File: src/hdl/tvss_pkg.sv
// ----------------------------------------------------------------------------
// tvss_pkg
// Shared types, sizes, constants and rate tables of the three-voice synth.
// ----------------------------------------------------------------------------
`default_nettype none

package tvss_pkg;

   localparam int unsigned NUM_REGS = 25;
   localparam int unsigned ADDR_W   = 5;
   localparam int unsigned PH_W     = 28;
   localparam int unsigned FR_W     = 25;
   localparam int unsigned LVL_W    = 24;
   localparam int unsigned PW_W     = 12;
   localparam int unsigned LFSR_W   = 23;
   localparam int unsigned MA_W     = 24;
   localparam int unsigned MB_W     = 25;
   localparam int unsigned MP_W     = MA_W + MB_W;
   localparam int unsigned MIX_W    = 17;
   localparam int unsigned ST_W     = 48;
   localparam int unsigned WIDE_W   = 52;
   localparam int unsigned QR_W     = 50;
   localparam int unsigned DIVR_W   = 27;
   localparam int unsigned LD_VOICE = 10;
   localparam int unsigned LD_FILT  = 4;

   localparam int unsigned REG_CUT_LO = 21;
   localparam int unsigned REG_RES    = 23;

   localparam logic [LVL_W-1:0]  LVL_MAX   = 24'hffffff;
   localparam logic [LVL_W-1:0]  SUS_STEP  = 24'h111111;
   localparam logic [LFSR_W-1:0] LFSR_SEED = 23'h7ffff8;
   localparam logic [8:0]        FREQ_MUL  = 9'd359;

   typedef enum logic [1:0] {
      ENV_REL,
      ENV_ATK,
      ENV_DEC,
      ENV_SUS
   } env_type;

   typedef enum logic {
      CMD_WRITE,
      CMD_SAMPLE
   } cmd_type;

   typedef enum logic [3:0] {
      ST_IDLE,
      ST_LOAD,
      ST_PHASE,
      ST_DIV1,
      ST_DIV2,
      ST_ENV,
      ST_WAVE,
      ST_VMUL,
      ST_VACC,
      ST_FLOAD,
      ST_QLO,
      ST_QHI,
      ST_QSUM,
      ST_FCOMB,
      ST_FMIX,
      ST_OUT
   } state_type;

   function automatic logic [17:0] atk_rate(input logic [3:0] k);
      logic [17:0] r;
      case (k)
         4'd0:    r = 18'd168867;
         4'd1:    r = 18'd47495;
         4'd2:    r = 18'd24124;
         4'd3:    r = 18'd15998;
         4'd4:    r = 18'd10200;
         4'd5:    r = 18'd6908;
         4'd6:    r = 18'd5692;
         4'd7:    r = 18'd4855;
         4'd8:    r = 18'd3877;
         4'd9:    r = 18'd1555;
         4'd10:   r = 18'd777;
         4'd11:   r = 18'd486;
         4'd12:   r = 18'd389;
         4'd13:   r = 18'd129;
         4'd14:   r = 18'd77;
         default: r = 18'd48;
      endcase
      return r;
   endfunction

   function automatic logic [15:0] rel_rate(input logic [3:0] k);
      logic [15:0] r;
      case (k)
         4'd0:    r = 16'd42660;
         4'd1:    r = 16'd15468;
         4'd2:    r = 16'd7857;
         4'd3:    r = 16'd5210;
         4'd4:    r = 16'd3322;
         4'd5:    r = 16'd2250;
         4'd6:    r = 16'd1853;
         4'd7:    r = 16'd1581;
         4'd8:    r = 16'd1262;
         4'd9:    r = 16'd506;
         4'd10:   r = 16'd253;
         4'd11:   r = 16'd158;
         4'd12:   r = 16'd126;
         4'd13:   r = 16'd42;
         4'd14:   r = 16'd25;
         default: r = 16'd15;
      endcase
      return r;
   endfunction

   function automatic logic signed [ST_W-1:0] sat48(input logic signed [WIDE_W-1:0] x);
      logic signed [WIDE_W-1:0] hi;
      logic signed [WIDE_W-1:0] lo;
      hi = {{(WIDE_W-ST_W+1){1'b0}}, {(ST_W-1){1'b1}}};
      lo = {{(WIDE_W-ST_W+1){1'b1}}, {(ST_W-1){1'b0}}};
      if (x > hi) return hi[ST_W-1:0];
      if (x < lo) return lo[ST_W-1:0];
      return x[ST_W-1:0];
   endfunction

endpackage

`default_nettype wire

File: src/hdl/three_voice_sound_synth.sv
// ----------------------------------------------------------------------------
// three_voice_sound_synth
// Three-voice subtractive synthesizer with envelopes and state-variable filter.
// ----------------------------------------------------------------------------
// Usage:
//   req channel: tuser = 0 writes chip register tdata[4:0] with tdata[12:5]
//   (addresses 25..31 are dropped); tuser = 1 asks for one audio sample.
//   rsp channel: one transaction per sample request, tdata = signed sample.
//   A register write leaves the sequencer idle. A sample request walks the
//   voices in order on one multiplier and one compare/subtract unit; a voice
//   whose hard sync fires also runs the bit-serial sync divider, states
//   DIV1 and DIV2 per quotient bit over 25 bits.
//   Chip registers sit in a small memory read one byte per cycle; the
//   register fetch per voice reads ten bytes.
//   req_tready is high only while the sequencer is idle.
//   The result sits in an output register; a new request is taken while it
//   waits. If the receiver still stalls when the next sample is done, the
//   sequencer holds in its final step until rsp_tready.
//   Reset (synchronous, active high) clears registers, voice and filter state.
// ----------------------------------------------------------------------------
`default_nettype none

module three_voice_sound_synth #(
   parameter int unsigned VOICES           = 3,
   parameter int unsigned FILTER_FRAC_BITS = 16
) (
   input  wire logic        clock,
   input  wire logic        reset,
   input  wire logic        req_tvalid,
   output      logic        req_tready,
   input  wire logic [15:0] req_tdata,   // [4:0] reg_addr, [12:5] reg_data
   input  wire logic        req_tuser,   // [0] cmd
   output      logic        rsp_tvalid,
   input  wire logic        rsp_tready,
   output      logic [15:0] rsp_tdata    // [15:0] sample
);

   localparam int unsigned VW = (VOICES > 1) ? $clog2(VOICES) : 1;
   localparam int unsigned FB = FILTER_FRAC_BITS;

   localparam int unsigned AW  = tvss_pkg::ADDR_W;
   localparam int unsigned PHW = tvss_pkg::PH_W;
   localparam int unsigned FRW = tvss_pkg::FR_W;
   localparam int unsigned LW  = tvss_pkg::LVL_W;
   localparam int unsigned MXW = tvss_pkg::MIX_W;
   localparam int unsigned SW  = tvss_pkg::ST_W;
   localparam int unsigned WW  = tvss_pkg::WIDE_W;
   localparam int unsigned QW  = tvss_pkg::QR_W;
   localparam int unsigned RW  = tvss_pkg::DIVR_W;

   function automatic logic signed [WW-1:0] qtrunc(input logic signed [WW-1:0] t);
      logic [WW-1:0] m;
      m = t[WW-1] ? WW'(-t) : WW'(t);
      m = m >> FB;
      return t[WW-1] ? -$signed(m) : $signed(m);
   endfunction

   // resonance table
   logic [tvss_pkg::MB_W-1:0] q_tab [16];
   for (genvar k = 0; k < 16; k++) begin : g_qtab
      localparam longint unsigned QV =
         ((64'(120 - 4 * k) << FILTER_FRAC_BITS) + 64'd50) / 64'd100;
      assign q_tab[k] = tvss_pkg::MB_W'(QV);
   end

   tvss_pkg::state_type state_ff, state_in;

   // register memory
   logic [7:0]    reg_mem [tvss_pkg::NUM_REGS];
   logic          reg_vld_ff [tvss_pkg::NUM_REGS];
   logic [AW-1:0] rd_addr;
   logic [7:0]    rd_data_ff;
   logic          req_acc, wr_en;

   // voice state
   logic [PHW-1:0]              phase_ff [VOICES];
   logic [LW-1:0]               lvl_ff   [VOICES];
   tvss_pkg::env_type           eph_ff   [VOICES];
   logic [tvss_pkg::PW_W-1:0]   pw_ff    [VOICES];
   logic [4:0]                  tap_ff   [VOICES];
   logic [tvss_pkg::LFSR_W-1:0] lfsr_ff  [VOICES];
   logic [7:0]                  nbyte_ff [VOICES];

   // sequencer and work registers
   logic [VW-1:0]  vidx_ff;
   logic [3:0]     ld_cnt_ff;
   logic [1:0]     fstep_ff;
   logic [7:0]     wb_ff [tvss_pkg::LD_VOICE];
   logic [FRW-1:0] fr_ff, pfr_ff;
   logic [PHW-1:0] ph_ff, src_ff;
   logic [FRW-1:0] div_a_ff, div_q_ff;
   logic [RW-1:0]  div_r_ff;
   logic [4:0]     div_i_ff;
   logic signed [MXW-1:0] mix0_ff, mix1_ff;
   logic [7:0]     mag_ff;
   logic           neg_ff;
   logic [tvss_pkg::MP_W-1:0] mul_ff;
   logic [QW-1:0]  qr_ff;
   logic signed [SW-1:0] high_ff, band_ff, low_ff;
   logic signed [WW-1:0] acc_ff;
   logic [15:0]    out_ff;
   logic           out_vld_ff;

   // decode
   logic [VW-1:0]  pidx;
   logic [AW-1:0]  vbase, pbase;
   logic [7:0]     flags;
   logic [FRW-1:0] fr_new, pfr_new;
   logic [PHW-1:0] ph_new, sync_src, ring_src;
   logic           sync_hit;
   logic [RW-1:0]  div_t;
   logic           load_done;

   // shared multiplier
   logic [tvss_pkg::MA_W-1:0] mul_a;
   logic [tvss_pkg::MB_W-1:0] mul_b;
   logic signed [SW-1:0]      qx;
   logic [SW-1:0]             qx_mag;
   logic [tvss_pkg::MB_W-1:0] qb, fc;
   logic [2:0]                fmode;

   // envelope / wave
   tvss_pkg::env_type env_n;
   logic [LW-1:0]   lvl_n, sus;
   logic signed [LW+1:0] lvl_s, lvl_t;
   logic            pw_load;
   logic [4:0]      tap_n;
   logic [tvss_pkg::LFSR_W-1:0] lfsr_n;
   logic [7:0]      tri_w, saw_w, pul_w, wave;

   // mix and filter arithmetic
   logic signed [32:0]   vprod;
   logic signed [MXW-1:0] vscaled;
   logic signed [WW-1:0] qm, fsum, fx, ft, smp;

   assign req_acc    = req_tvalid && req_tready;
   assign wr_en      = req_acc && (req_tuser == tvss_pkg::CMD_WRITE) &&
                       (req_tdata[4:0] < AW'(tvss_pkg::NUM_REGS));
   assign req_tready = (state_ff == tvss_pkg::ST_IDLE);
   assign rsp_tvalid = out_vld_ff;
   assign rsp_tdata  = out_ff;

   assign pidx  = (vidx_ff == '0) ? VW'(VOICES - 1) : vidx_ff - 1'b1;
   assign vbase = AW'(vidx_ff) * AW'(7);
   assign pbase = AW'(pidx) * AW'(7);
   assign flags = wb_ff[4];

   assign load_done = (state_ff == tvss_pkg::ST_FLOAD) ?
                      (ld_cnt_ff == 4'(tvss_pkg::LD_FILT)) :
                      (ld_cnt_ff == 4'(tvss_pkg::LD_VOICE));

   always_comb begin
      rd_addr = '0;
      if (state_ff == tvss_pkg::ST_FLOAD) begin
         rd_addr = AW'(tvss_pkg::REG_CUT_LO) + AW'(ld_cnt_ff[1:0]);
      end else if (ld_cnt_ff < 4'd7) begin
         rd_addr = vbase + AW'(ld_cnt_ff);
      end else if (ld_cnt_ff == 4'd7) begin
         rd_addr = pbase;
      end else if (ld_cnt_ff == 4'd8) begin
         rd_addr = pbase + AW'(1);
      end else begin
         rd_addr = AW'(tvss_pkg::REG_RES);
      end
   end

   always_ff @(posedge clock) begin
      if (wr_en) begin
         reg_mem[req_tdata[4:0]] <= req_tdata[12:5];
      end
      rd_data_ff <= reg_vld_ff[rd_addr] ? reg_mem[rd_addr] : 8'd0;
   end

   // phase and sync
   assign fr_new   = FRW'({wb_ff[1], wb_ff[0]}) * FRW'(tvss_pkg::FREQ_MUL);
   assign pfr_new  = FRW'({wb_ff[8], wb_ff[7]}) * FRW'(tvss_pkg::FREQ_MUL);
   assign ph_new   = phase_ff[vidx_ff] + PHW'(fr_new);
   assign sync_src = (VOICES == 1) ? ph_new : src_ff;
   assign ring_src = (VOICES == 1) ? ph_ff : src_ff;
   assign sync_hit = flags[1] && (sync_src < PHW'(pfr_new));
   assign div_t    = {div_r_ff[RW-2:0], 1'b0} +
                     (fr_ff[div_i_ff] ? RW'(div_a_ff) : RW'(0));

   // envelope
   assign sus   = LW'(wb_ff[6][7:4]) * tvss_pkg::SUS_STEP;
   assign lvl_s = $signed({2'b00, lvl_ff[vidx_ff]});

   always_comb begin
      if (!flags[0]) begin
         env_n = tvss_pkg::ENV_REL;
      end else if (eph_ff[vidx_ff] == tvss_pkg::ENV_REL) begin
         env_n = tvss_pkg::ENV_ATK;
      end else begin
         env_n = eph_ff[vidx_ff];
      end
      lvl_n = lvl_ff[vidx_ff];
      lvl_t = lvl_s;
      case (env_n)
         tvss_pkg::ENV_ATK: begin
            lvl_t = lvl_s + $signed({8'd0, tvss_pkg::atk_rate(wb_ff[5][7:4])});
            if (lvl_t >= $signed({2'b00, tvss_pkg::LVL_MAX})) begin
               lvl_n = tvss_pkg::LVL_MAX;
               env_n = tvss_pkg::ENV_DEC;
            end else begin
               lvl_n = lvl_t[LW-1:0];
            end
         end
         tvss_pkg::ENV_DEC: begin
            lvl_t = lvl_s - $signed({10'd0, tvss_pkg::rel_rate(wb_ff[5][3:0])});
            if (lvl_t <= $signed({2'b00, sus})) begin
               lvl_n = sus;
               env_n = tvss_pkg::ENV_SUS;
            end else begin
               lvl_n = lvl_t[LW-1:0];
            end
         end
         tvss_pkg::ENV_SUS: begin
            if (lvl_ff[vidx_ff] != sus) begin
               env_n = tvss_pkg::ENV_ATK;
            end
         end
         default: begin
            lvl_t = lvl_s - $signed({10'd0, tvss_pkg::rel_rate(wb_ff[6][3:0])});
            lvl_n = lvl_t[LW+1] ? '0 : lvl_t[LW-1:0];
         end
      endcase
   end

   // pulse latch and noise
   assign pw_load = (ph_ff < PHW'(fr_ff));
   assign tap_n   = ph_ff[27:23];
   assign lfsr_n  = {lfsr_ff[vidx_ff][21:0],
                     lfsr_ff[vidx_ff][22] ^ lfsr_ff[vidx_ff][17]};

   // waveform
   always_comb begin
      tri_w = ph_ff[27] ? ~ph_ff[26:19] : ph_ff[26:19];
      if (flags[2] && !ring_src[27]) begin
         tri_w = ~tri_w;
      end
      saw_w = ph_ff[27:20];
      pul_w = (ph_ff > {pw_ff[vidx_ff], 16'd0}) ? 8'd0 : 8'hff;
      wave  = 8'hff;
      if (flags[4]) wave = wave & tri_w;
      if (flags[5]) wave = wave & saw_w;
      if (flags[6]) wave = wave & pul_w;
      if (flags[7]) wave = wave & nbyte_ff[vidx_ff];
   end

   // voice scaling, floor by 2^18
   assign vprod   = neg_ff ? -$signed({1'b0, mul_ff[31:0]}) : $signed({1'b0, mul_ff[31:0]});
   assign vscaled = MXW'(vprod >>> 18);

   // filter operands
   assign fc     = tvss_pkg::MB_W'({wb_ff[1], wb_ff[0][2:0]}) << (FB - 11);
   assign fmode  = wb_ff[3][6:4];
   assign qx     = (fstep_ff == 2'd1) ? high_ff : band_ff;
   assign qb     = (fstep_ff == 2'd0) ? q_tab[wb_ff[2][7:4]] : fc;
   assign qx_mag = qx[SW-1] ? SW'(-qx) : SW'(qx);
   assign qm     = qx[SW-1] ? -$signed(WW'(qr_ff)) : $signed(WW'(qr_ff));

   always_comb begin
      case (fstep_ff)
         2'd0:    fsum = (WW'(mix1_ff) <<< FB) - qm - WW'(low_ff);
         2'd1:    fsum = WW'(band_ff) + qm;
         default: fsum = WW'(low_ff) + qm;
      endcase
      case (fstep_ff)
         2'd0:    fx = WW'(low_ff);
         2'd1:    fx = WW'(band_ff);
         default: fx = WW'(high_ff);
      endcase
      ft  = qtrunc((acc_ff <<< FB) + fx);
      smp = WW'(mix0_ff) + acc_ff;
   end

   always_comb begin
      mul_a = '0;
      mul_b = '0;
      case (state_ff)
         tvss_pkg::ST_VMUL: begin
            mul_a = tvss_pkg::MA_W'(mag_ff);
            mul_b = tvss_pkg::MB_W'(lvl_ff[vidx_ff]);
         end
         tvss_pkg::ST_QLO: begin
            mul_a = qx_mag[23:0];
            mul_b = qb;
         end
         tvss_pkg::ST_QHI: begin
            mul_a = qx_mag[47:24];
            mul_b = qb;
         end
         default: begin
            mul_a = '0;
         end
      endcase
   end

   // next state
   always_comb begin
      state_in = state_ff;
      case (state_ff)
         tvss_pkg::ST_IDLE: begin
            if (req_acc && req_tuser == tvss_pkg::CMD_SAMPLE) state_in = tvss_pkg::ST_LOAD;
         end
         tvss_pkg::ST_LOAD: begin
            if (load_done) state_in = tvss_pkg::ST_PHASE;
         end
         tvss_pkg::ST_PHASE: begin
            state_in = sync_hit ? tvss_pkg::ST_DIV1 : tvss_pkg::ST_ENV;
         end
         tvss_pkg::ST_DIV1: state_in = tvss_pkg::ST_DIV2;
         tvss_pkg::ST_DIV2: begin
            state_in = (div_i_ff == 5'd0) ? tvss_pkg::ST_ENV : tvss_pkg::ST_DIV1;
         end
         tvss_pkg::ST_ENV:  state_in = tvss_pkg::ST_WAVE;
         tvss_pkg::ST_WAVE: state_in = tvss_pkg::ST_VMUL;
         tvss_pkg::ST_VMUL: state_in = tvss_pkg::ST_VACC;
         tvss_pkg::ST_VACC: begin
            state_in = (vidx_ff == VW'(VOICES - 1)) ? tvss_pkg::ST_FLOAD : tvss_pkg::ST_LOAD;
         end
         tvss_pkg::ST_FLOAD: begin
            if (load_done) state_in = tvss_pkg::ST_QLO;
         end
         tvss_pkg::ST_QLO:  state_in = tvss_pkg::ST_QHI;
         tvss_pkg::ST_QHI:  state_in = tvss_pkg::ST_QSUM;
         tvss_pkg::ST_QSUM: state_in = tvss_pkg::ST_FCOMB;
         tvss_pkg::ST_FCOMB: begin
            state_in = (fstep_ff == 2'd2) ? tvss_pkg::ST_FMIX : tvss_pkg::ST_QLO;
         end
         tvss_pkg::ST_FMIX: begin
            if (fstep_ff == 2'd2) state_in = tvss_pkg::ST_OUT;
         end
         tvss_pkg::ST_OUT: begin
            if (!out_vld_ff || rsp_tready) state_in = tvss_pkg::ST_IDLE;
         end
         default: state_in = tvss_pkg::ST_IDLE;
      endcase
   end

   always_ff @(posedge clock) begin
      if (reset) begin
         state_ff <= tvss_pkg::ST_IDLE;
      end else begin
         state_ff <= state_in;
      end
   end

   // control and persistent state
   always_ff @(posedge clock) begin
      if (reset) begin
         for (int i = 0; i < tvss_pkg::NUM_REGS; i++) reg_vld_ff[i] <= 1'b0;
         for (int v = 0; v < VOICES; v++) begin
            phase_ff[v] <= '0;
            lvl_ff[v]   <= '0;
            eph_ff[v]   <= tvss_pkg::ENV_REL;
            pw_ff[v]    <= '0;
            tap_ff[v]   <= '0;
            lfsr_ff[v]  <= tvss_pkg::LFSR_SEED;
            nbyte_ff[v] <= '0;
         end
         band_ff    <= '0;
         low_ff     <= '0;
         vidx_ff    <= '0;
         ld_cnt_ff  <= '0;
         fstep_ff   <= '0;
         out_vld_ff <= 1'b0;
      end else begin
         if (wr_en) reg_vld_ff[req_tdata[4:0]] <= 1'b1;
         if (state_ff == tvss_pkg::ST_OUT && (!out_vld_ff || rsp_tready)) begin
            out_vld_ff <= 1'b1;
         end else if (rsp_tready) begin
            out_vld_ff <= 1'b0;
         end
         case (state_ff)
            tvss_pkg::ST_IDLE: begin
               vidx_ff   <= '0;
               ld_cnt_ff <= '0;
            end
            tvss_pkg::ST_LOAD, tvss_pkg::ST_FLOAD: begin
               ld_cnt_ff <= load_done ? 4'd0 : ld_cnt_ff + 4'd1;
               fstep_ff  <= '0;
            end
            tvss_pkg::ST_ENV: begin
               phase_ff[vidx_ff] <= ph_ff;
               lvl_ff[vidx_ff]   <= lvl_n;
               eph_ff[vidx_ff]   <= env_n;
               if (pw_load) pw_ff[vidx_ff] <= {wb_ff[3][3:0], wb_ff[2]};
               if (tap_n != tap_ff[vidx_ff]) begin
                  tap_ff[vidx_ff]   <= tap_n;
                  lfsr_ff[vidx_ff]  <= lfsr_n;
                  nbyte_ff[vidx_ff] <= {lfsr_n[22], lfsr_n[20], lfsr_n[16], lfsr_n[13],
                                        lfsr_n[11], lfsr_n[7], lfsr_n[4], lfsr_n[2]};
               end
            end
            tvss_pkg::ST_VACC: begin
               if (vidx_ff != VW'(VOICES - 1)) vidx_ff <= vidx_ff + 1'b1;
            end
            tvss_pkg::ST_FCOMB: begin
               case (fstep_ff)
                  2'd1:    band_ff <= tvss_pkg::sat48(fsum);
                  2'd2:    low_ff  <= tvss_pkg::sat48(fsum);
                  default: band_ff <= band_ff;
               endcase
               fstep_ff <= (fstep_ff == 2'd2) ? 2'd0 : fstep_ff + 2'd1;
            end
            tvss_pkg::ST_FMIX: begin
               fstep_ff <= (fstep_ff == 2'd2) ? 2'd0 : fstep_ff + 2'd1;
            end
            default: begin
               vidx_ff <= vidx_ff;
            end
         endcase
      end
   end

   // datapath
   always_ff @(posedge clock) begin
      mul_ff <= mul_a * mul_b;
      if ((state_ff == tvss_pkg::ST_LOAD || state_ff == tvss_pkg::ST_FLOAD) &&
          ld_cnt_ff != 4'd0) begin
         wb_ff[ld_cnt_ff - 4'd1] <= rd_data_ff;
      end
      case (state_ff)
         tvss_pkg::ST_IDLE: begin
            mix0_ff <= '0;
            mix1_ff <= '0;
            src_ff  <= phase_ff[VOICES-1];
         end
         tvss_pkg::ST_PHASE: begin
            fr_ff    <= fr_new;
            pfr_ff   <= pfr_new;
            ph_ff    <= ph_new;
            div_a_ff <= sync_src[FRW-1:0];
            div_r_ff <= '0;
            div_q_ff <= '0;
            div_i_ff <= 5'(FRW - 1);
         end
         tvss_pkg::ST_DIV1: begin
            if (div_t >= RW'(pfr_ff)) begin
               div_r_ff <= div_t - RW'(pfr_ff);
               div_q_ff <= {div_q_ff[FRW-2:0], 1'b1};
            end else begin
               div_r_ff <= div_t;
               div_q_ff <= {div_q_ff[FRW-2:0], 1'b0};
            end
         end
         tvss_pkg::ST_DIV2: begin
            if (div_r_ff >= RW'(pfr_ff)) begin
               div_r_ff <= div_r_ff - RW'(pfr_ff);
               if (div_i_ff == 5'd0) ph_ff <= PHW'(div_q_ff + 1'b1);
               else div_q_ff <= div_q_ff + 1'b1;
            end else if (div_i_ff == 5'd0) begin
               ph_ff <= PHW'(div_q_ff);
            end
            div_i_ff <= div_i_ff - 5'd1;
         end
         tvss_pkg::ST_WAVE: begin
            neg_ff <= !wave[7];
            mag_ff <= wave[7] ? wave - 8'd128 : 8'd128 - wave;
         end
         tvss_pkg::ST_VACC: begin
            if (wb_ff[9][3'(vidx_ff)]) mix1_ff <= mix1_ff + vscaled;
            else mix0_ff <= mix0_ff + vscaled;
            src_ff <= ph_ff;
         end
         tvss_pkg::ST_QHI: begin
            qr_ff <= QW'(mul_ff >> FB);
         end
         tvss_pkg::ST_QSUM: begin
            qr_ff <= qr_ff + (QW'(mul_ff) << (24 - FB));
         end
         tvss_pkg::ST_FCOMB: begin
            if (fstep_ff == 2'd0) high_ff <= tvss_pkg::sat48(fsum);
            acc_ff <= '0;
         end
         tvss_pkg::ST_FMIX: begin
            if (fmode[fstep_ff]) acc_ff <= ft;
         end
         tvss_pkg::ST_OUT: begin
            if (!out_vld_ff || rsp_tready) begin
               if (smp > WW'(32767)) out_ff <= 16'h7fff;
               else if (smp < -WW'(32768)) out_ff <= 16'h8000;
               else out_ff <= smp[15:0];
            end
         end
         default: begin
            neg_ff <= neg_ff;
         end
      endcase
   end

   a_div_rem: assert property (@(posedge clock) disable iff (reset)
      (state_ff == tvss_pkg::ST_DIV1) |-> (div_r_ff < RW'(pfr_ff)))
      else $error("sync divider remainder out of range");

   a_busy: assert property (@(posedge clock) disable iff (reset)
      (req_acc && req_tuser == tvss_pkg::CMD_SAMPLE) |=> !req_tready)
      else $error("request taken during sample computation");

   a_out_src: assert property (@(posedge clock) disable iff (reset)
      $rose(rsp_tvalid) |-> ($past(state_ff) == tvss_pkg::ST_OUT))
      else $error("result raised outside output step");

   a_vidx: assert property (@(posedge clock) disable iff (reset)
      (state_ff != tvss_pkg::ST_IDLE) |-> (vidx_ff <= VW'(VOICES - 1)))
      else $error("voice index out of range");

endmodule

`default_nettype wire

File: config.mk
export PLATFORM = sky130hd
export DESIGN_NAME = three_voice_sound_synth
export DESIGN_NICKNAME = d
export VERILOG_FILES = /design/src/hdl/tvss_pkg.sv /design/src/hdl/three_voice_sound_synth.sv
export SDC_FILE = /design/constraint.sdc
export NUM_CORES = 2
export LEC_CHECK = 0
export ABC_CLOCK_PERIOD_IN_PS = 11030
export BUFFER_PORTS_ARGS = -buffer_cell sky130_fd_sc_hd__buf_4
export CAP_MARGIN = 0
export CORE_AREA = 2 2 559 561
export DETAILED_ROUTE_END_ITERATION = 16
export DIE_AREA = 0 0 561 563
export REMOVE_ABC_BUFFERS = 1
export SYNTH_ARGS = -nofsm -noshare
export SYNTH_HDL_FRONTEND = slang
export SYNTH_SLANG_ARGS = --single-unit
File: constraint.sdc
create_clock -name clock -period 11.03 [get_ports clock]
set_input_delay 2.206 -clock clock [delete_from_list [all_inputs] [get_ports clock]]
set_output_delay 2.206 -clock clock [all_outputs]
set_load 0.01 [all_outputs]
After elaboration in Yosys (flattened, before gate mapping) --
Memories as Yosys holds them, arrays and structs flattened. A register that Yosys moved wholly into a read port is not among the register bits. Cells that the tools add are included.
Cells by class: add/sub/neg operators 34, $mul 6, order comparisons 17, equal/unequal tests 40, multiplexer cells 172, bitwise logic cells 8, reductions and logical operators 52
Operator list (count):
- $mux 48 | 10
- $pmux 52 s2 | 3
- $mux 52 | 4
- $mux 25 | 6
- $pmux 24 s3 | 2
- $mux 28 | 4
- $pmux 28 s2 | 2
- $add 48x52->52 | 2
- $pmux 50 s2 | 1
- $mux 24 | 4
- $pmux 27 s3 | 1
- $pmux 25 s3 | 1
- $mux 8 | 9
- $pmux 17 s2 | 2
- $pmux 4 s16 | 1
- $mux 2 | 30
- $lt 28x25->1 | 2
- $mux 1 | 56
- $ge 27x25->1 | 2
- $mux 27 | 2
- $sub 27x25->27 | 2
- $add 17x52->52 | 1
- $add 52x52->52 | 1
- $gt 52x16->1 const B | 1
- 93 further kinds | 180
Storage, ports and cells: bits in registers 555, bits in writable memories 611, memory bits (read-only) 1152, input port bits 21, output and inout bits 18, logic and storage cells 367, memories kept 14
Memories:
- (name not given) | words 16, width 25, read ports 1, clocked after memory_dff 0, write ports 0, line three_voice_sound_synth.sv:258 | assign qb = (fstep_ff == 2'd0) ? q_tab[wb_ff[2][7:4]] : fc;
- (name not given) | words 16, width 17, read ports 1, clocked after memory_dff 0, write ports 0, line tvss_pkg.sv:68 | case (k)
- (name not given) | words 16, width 15, read ports 1, clocked after memory_dff 0, write ports 0, line tvss_pkg.sv:91 | case (k)
- (name not given) | words 16, width 15, read ports 1, clocked after memory_dff 0, write ports 0, line tvss_pkg.sv:91
- reg_mem | words 25, width 8, read ports 1, clocked after memory_dff 1, write ports 1, line three_voice_sound_synth.sv:69 | logic [7:0] reg_mem [tvss_pkg::NUM_REGS];
- phase_ff | words 3, width 28, read ports 2, clocked after memory_dff 1, write ports 3, line three_voice_sound_synth.sv:76 | logic [PHW-1:0] phase_ff [VOICES];
- +8 memories

Longest topological paths before layout --
depth in word-level cells 17, depth in mapped cells 50, gate-level depth less buffers 41

Worst setup path before layout --
OpenSTA, ideal clock, no wires.
kind flip-flop to flip-flop, start reg fstep_ff[0], end reg mul_ff[43] in the netlist's numbering, data arrival time 11.313 ns, data required time 10.904 ns, slack -0.408 ns, cell stages (with the launch flop) 47, path buffers 9, path through dfxtp_1 buf_2 nor2b_4 buf_6 buf_2 buf_2 buf_1 buf_2 buf_2 buf_2 mux2i_1 ha_1 o2111ai_1 nor4_2 nand4_1 or4_1 nor2_1 and2_1 (+11 left out) fa_1 fa_1 fa_1 inv_1 fa_1 inv_1 ha_1 a21o_1 a21o_1 a21oi_1 o21ai_0 a21o_1 a2111oi_0 a21oi_1 nand4b_1 and3_1 o21ai_0 a21boi_0
On the way: cells in the longest elaborated chain, start to end 6
RTL lines:
- start: declaration | line three_voice_sound_synth.sv:87 | logic [1:0] fstep_ff;
- start signal: assignment | line three_voice_sound_synth.sv:405 | fstep_ff <= (fstep_ff == 2'd2) ? 2'd0 : fstep_ff + 2'd1;
- start signal: assignment | line three_voice_sound_synth.sv:408 | fstep_ff <= (fstep_ff == 2'd2) ? 2'd0 : fstep_ff + 2'd1;
- $eq 2x1->1 | line three_voice_sound_synth.sv:257 | assign qx = (fstep_ff == 2'd1) ? high_ff : band_ff;
- $mux 48 | line three_voice_sound_synth.sv:257
- $neg 48->48 | line three_voice_sound_synth.sv:259 | assign qx_mag = qx[SW-1] ? SW'(-qx) : SW'(qx);
- $mux 48 | line three_voice_sound_synth.sv:259
- $pmux 24 s3 | line three_voice_sound_synth.sv:280 | case (state_ff)
- $mul 24x25->49 * | line three_voice_sound_synth.sv:419 | mul_ff <= mul_a * mul_b;
- end signal: assignment | line three_voice_sound_synth.sv:419
- end: declaration | line three_voice_sound_synth.sv:97 | logic [tvss_pkg::MP_W-1:0] mul_ff;
Mark *: on every way between the ends. The rest lies on a longest branch, timed or not. A chain may end at the register's enable or synchronous reset.

Final worst setup path --
start reg fstep_ff[0], end reg mul_ff[42] in the netlist's numbering
Same word-level chain as after synthesis.

==> results <==
- Summing all multi-input logic gate instances after layout gives 66400 µm².
- The largest stage delay on the critical path is 610 ps.
- The met2 routing resource usage after global routing is 0.319.
- The count of synthesis-stage warnings from yosys is 0.
- In this run the most used layer during global routing was met2.
- Data on the critical path arrives at its endpoint at 11160 ps.
- The share of synthesized area in the top cell type comes to 0.297.
- VDD sags by at most 0.182 mV.
- The initial antenna violation count is 3.
- The number of max-slew violations in the final report is 0.
- The number of vias per cell after detailed routing is 5.44.
- The number of nets with antenna violations after routing is 0.
- For this design the static power due to leakage is 50.2 nW.
- In the post-synthesis netlist, the biggest area contributors are sky130_fd_sc_hd__edfxtp_1, sky130_fd_sc_hd__fa_1, sky130_fd_sc_hd__ha_1.
- The highest attainable clock frequency is 0.0957 GHz.
- The number of nets in the layout is 12805.
- The layout has 31035 filler cells.
- The wire length per cell after detailed routing is 20.8 µm.
- Row generation in the floorplan step produced 205 rows.
- Setup total negative slack on the finished layout was measured at 0 ps.
- In the global route stage, overall resource usage came out at 0.200.
- In this run the vertical extent of the chip is 563 µm.
- The total DRC errors in the routed layout is 0.
- The post-synthesis register bit count is 1268.
- The cell area power density is 114 nW/µm².
- Between clock sinks in the finished design, the worst skew comes to 77.0 ps.
- The met1 routing resource usage after global routing is 0.281.
- The normalized max-slew margin is 0.116.
- The synthesized design contains 1068 enable-type register cells.
- The clock tree from TritonCTS is built.
- Routability-driven placement finished with a final weighted congestion of 0.952.
- Setup violations remaining at the end of the flow were counted as 0.
- The total count of hold-check failures in the final report is 0.
- In this run the cell area of the synthesized design comes to 108000 µm².
- The clock period minus final worst setup slack is 10450 ps.
- The worst path meets setup with 577 ps of slack.
- The worst setup path is launched from a register.
- The minimum setup slack after placement is 139 ps.
- The initial utilization of the core area, before any placement, comes to 0.348.
- The most used flip-flop cell after synthesis is sky130_fd_sc_hd__edfxtp_1.
- The final global-route overflow total is 0.
- In this run, the number of DRC markers left after iteration 0 of detailed routing was 8165.
- The area of placed instances is 114000 µm².
- In the synthesized netlist, the number of instances is 11274.
- The endpoint required time on the critical path is 11740 ps.
- CTS saw 1268 sinks.
- The sequential area share after synthesis is 0.334.
- The routing usage on met3 is 0.0273.
- The combined flip-flop and latch cell area is 36100 µm².
- For this block, the via count after detailed routing is 84449.
- Across the run, the number of max-cap violations was 0.
- Along the worst path, the maximum fanout reaches 66.
- The maximum number of pins on one net before global-route repair is 89.
- The endpoint kind of the worst setup timing path is a register.
- The sum of net half-perimeters after detailed placement is 243000 µm.
- The maximum buffer depth of the clock tree is 4.
- The summed area of non-filler cells in the final layout is 119000 µm².
- The number of buffers added to fix hold violations after cts is 0.
- The die is 561 µm wide.
- The run finished with clean final reports.
- By instance count, the cell type seen most on the critical path is sky130_fd_sc_hd__fa_1.
- The first detailed-routing pass took 6 iterations.
- TritonCTS created 153 clock buffers.
- The library cell occupying the most area in the post-synthesis netlist is sky130_fd_sc_hd__edfxtp_1.
- The class of the tightest hold or removal check is reg2reg.
- The number of global-route vias before repair is 81790.
- The die covers 316000 µm².
- The ratio of cells with drive above 1 in the final layout is 0.0652.
- For the pin with the worst max-slew slack, the measured transition is 1320 ps.
- Relative to the synthesized area, the layout overhead comes to 9.89%.
- The number of unique standard cell types used by synthesis is 120.
- A synthesized cell averages 9.59 µm².
- For this run, asynchronously set or reset flops after synthesis account for 0.
- The I/O pin total is 39.
- The worst-skew pair later-pin latency is 850 ps.
- The count of cells in the finished layout, fillers not included, comes to 15523.
- The critical path is of the reg2reg type.
- The first-pass GRT wire length is 495000 µm.
- The slowest stage of the critical path is the sky130_fd_sc_hd__or4_1 cell.
- The total routed wirelength is 322000 µm.
- In this run, placement finished with an instance count of 15250.
- The tree is rooted in a sky130_fd_sc_hd__clkbuf_16.
- The number of levels in the clock H-tree is 4.
- During placement, the flow inserted port buffers numbering 35.
- Of the available clock period, the critical path in the final layout requires 0.948.
- The clock edge transition at the registers on the reported setup and hold paths is 60 ps.
- The core region is 310000 µm².
[cell type report]
cell class / count / share of cell area
Clock buffer: 185 / 0.0343
Multi-Input combinational cell: 8426 / 0.559
Timing Repair Buffer: 229 / 0.0149
Sequential cell: 1268 / 0.304
Inverter: 1192 / 0.0376
Clock inverter: 82 / 0.00716
Tap cell: 4140 / 0.0436
Antenna cell: 1 / 0.0000211
[where the power goes]
part	total [W]	leakage (nW)	internal (W)	switching (W)
combinational	0.00299	35.9	0.00121	0.00177
sequential	0.00548	11.9	0.00535	0.000129
clock	0.00512	2.41	0.00301	0.00212
[path summary, 6_finish.rpt]
check,end,slack (ps),depth (start not counted),startpoint
worst max-delay path,mul_ff[42],580,38,fstep_ff[0]
worst max register to register,mul_ff[42],580,38,fstep_ff[0]
worst min register to register,reg_vld_ff[31],350,0,reg_vld_ff[31]
worst min-delay path,reg_vld_ff[31],350,0,reg_vld_ff[31]
[cells in the mapped netlist, drive strengths merged (167+ instances only)]
| cell type | count |
|---|---|
| inv | 1184 |
| xnor2 | 395 |
| nor3 | 180 |
| ha | 873 |
| xor2 | 211 |
| a21oi | 699 |
| mux2i | 167 |
| o21ai | 610 |
| nor2 | 778 |
| dfxtp | 200 |
| fa | 641 |
| a21o | 291 |
| clkbuf | 399 |
| nand2 | 1214 |
| edfxtp | 1068 |
| nand3 | 167 |
[registers in the layout, indices dropped and copies added, names as in the netlist, 49 cells and up, named ones only]
register / count
phase_ff: 112
wb_ff: 74
mul_ff: 49
lfsr_ff: 91
qr_ff: 50
lvl_ff: 96
reg_mem: 200
acc_ff: 52
[metal layers]
metal / routed length, µm / share of wire / vias up
met3: 22000 / 0.068 / 475
met1: 144000 / 0.45 / 41431
li1: - / - / 39664
met2: 145000 / 0.45 / 2879
met5: 0 / 0 / -
met4: 10800 / 0.034 / 0
[layout by cell type, fill, tap and decap left out, types with 30 or more instances in the layout]
cell type / Yosys / layout
sky130_fd_sc_hd__o22ai_1: 42 / 42
sky130_fd_sc_hd__a31oi_1: 104 / 104
sky130_fd_sc_hd__nand2_1: 1214 / 1203
sky130_fd_sc_hd__a211oi_1: 133 / 133
sky130_fd_sc_hd__o21bai_1: 79 / 79
sky130_fd_sc_hd__a21o_1: 291 / 289
sky130_fd_sc_hd__ha_1: 873 / 873
sky130_fd_sc_hd__dfxtp_1: 200 / 195
sky130_fd_sc_hd__xnor2_1: 395 / 394
sky130_fd_sc_hd__buf_4: 6 / 225
sky130_fd_sc_hd__xor2_1: 211 / 211
sky130_fd_sc_hd__or3_1: 119 / 118
sky130_fd_sc_hd__nand4_1: 89 / 89
sky130_fd_sc_hd__fa_1: 641 / 641
sky130_fd_sc_hd__and3_1: 135 / 135
sky130_fd_sc_hd__o211ai_1: 56 / 56
sky130_fd_sc_hd__o21a_1: 110 / 110
sky130_fd_sc_hd__nor3_1: 177 / 171
sky130_fd_sc_hd__mux2i_1: 167 / 164
sky130_fd_sc_hd__clkinv_1: 8 / 30
sky130_fd_sc_hd__mux4_2: 102 / 102
sky130_fd_sc_hd__and2_1: 136 / 135
sky130_fd_sc_hd__clkbuf_16: 0 / 156
sky130_fd_sc_hd__a21oi_1: 697 / 690
sky130_fd_sc_hd__o31ai_1: 45 / 42
sky130_fd_sc_hd__a21boi_0: 36 / 36
sky130_fd_sc_hd__or2_2: 30 / 30
sky130_fd_sc_hd__inv_1: 1184 / 1183
sky130_fd_sc_hd__nand3_1: 167 / 167
sky130_fd_sc_hd__nor4_1: 71 / 69
sky130_fd_sc_hd__a311oi_1: 40 / 40
sky130_fd_sc_hd__nor2b_1: 114 / 112
sky130_fd_sc_hd__nand2b_1: 104 / 102
sky130_fd_sc_hd__a22o_1: 74 / 73
sky130_fd_sc_hd__nor2_1: 777 / 766
sky130_fd_sc_hd__edfxtp_1: 1068 / 1068
sky130_fd_sc_hd__conb_1: 2 / 113
sky130_fd_sc_hd__o21ai_0: 581 / 575
[critical path: cells and delay by family, from the launching register on]
family                     cells  cell delay (ps)
AOI/OAI and AO/OA             10             2040
xor gates and xnor gates       2              400
adders and majority gates      8             4050
buffers and inverters          7              890
DFF                            1              340
muxes                          1              230
and+or+nand+nor               10             2380
[cell families (layout without fill, tap and decap cells)]
group,after synthesis,count (layout),share of synthesized area
flops,1268,1268,0.334
xor+xnor,606,606,0.0491
simple gates,3301,3301,0.144
other cells,2,114,0.0000694
compound gates,2607,2607,0.155
fa+ha+maj,1515,1515,0.220
mux,284,284,0.0383
buf+inv,1691,1688,0.0597
[repair_timing]
item	CTS	global route
gates resized for setup	0	19
setup endpoints to repair	0	12
setup buffers	0	5
[through the flow]
| step | hold slack [ps] | utilization | total power, W |
|---|---|---|---|
| after floorplan | 323 | - | 0.00770 |
| after global placement | 334 | 0.367 | 0.00847 |
| after detailed placement | 335 | 0.367 | 0.00849 |
| after CTS | 349 | 0.383 | 0.0136 |
| after global routing | 356 | 0.383 | 0.0142 |
| final | 351 | 0.383 | 0.0136 |
No activity file was read; power rests on OpenSTA's default activity.
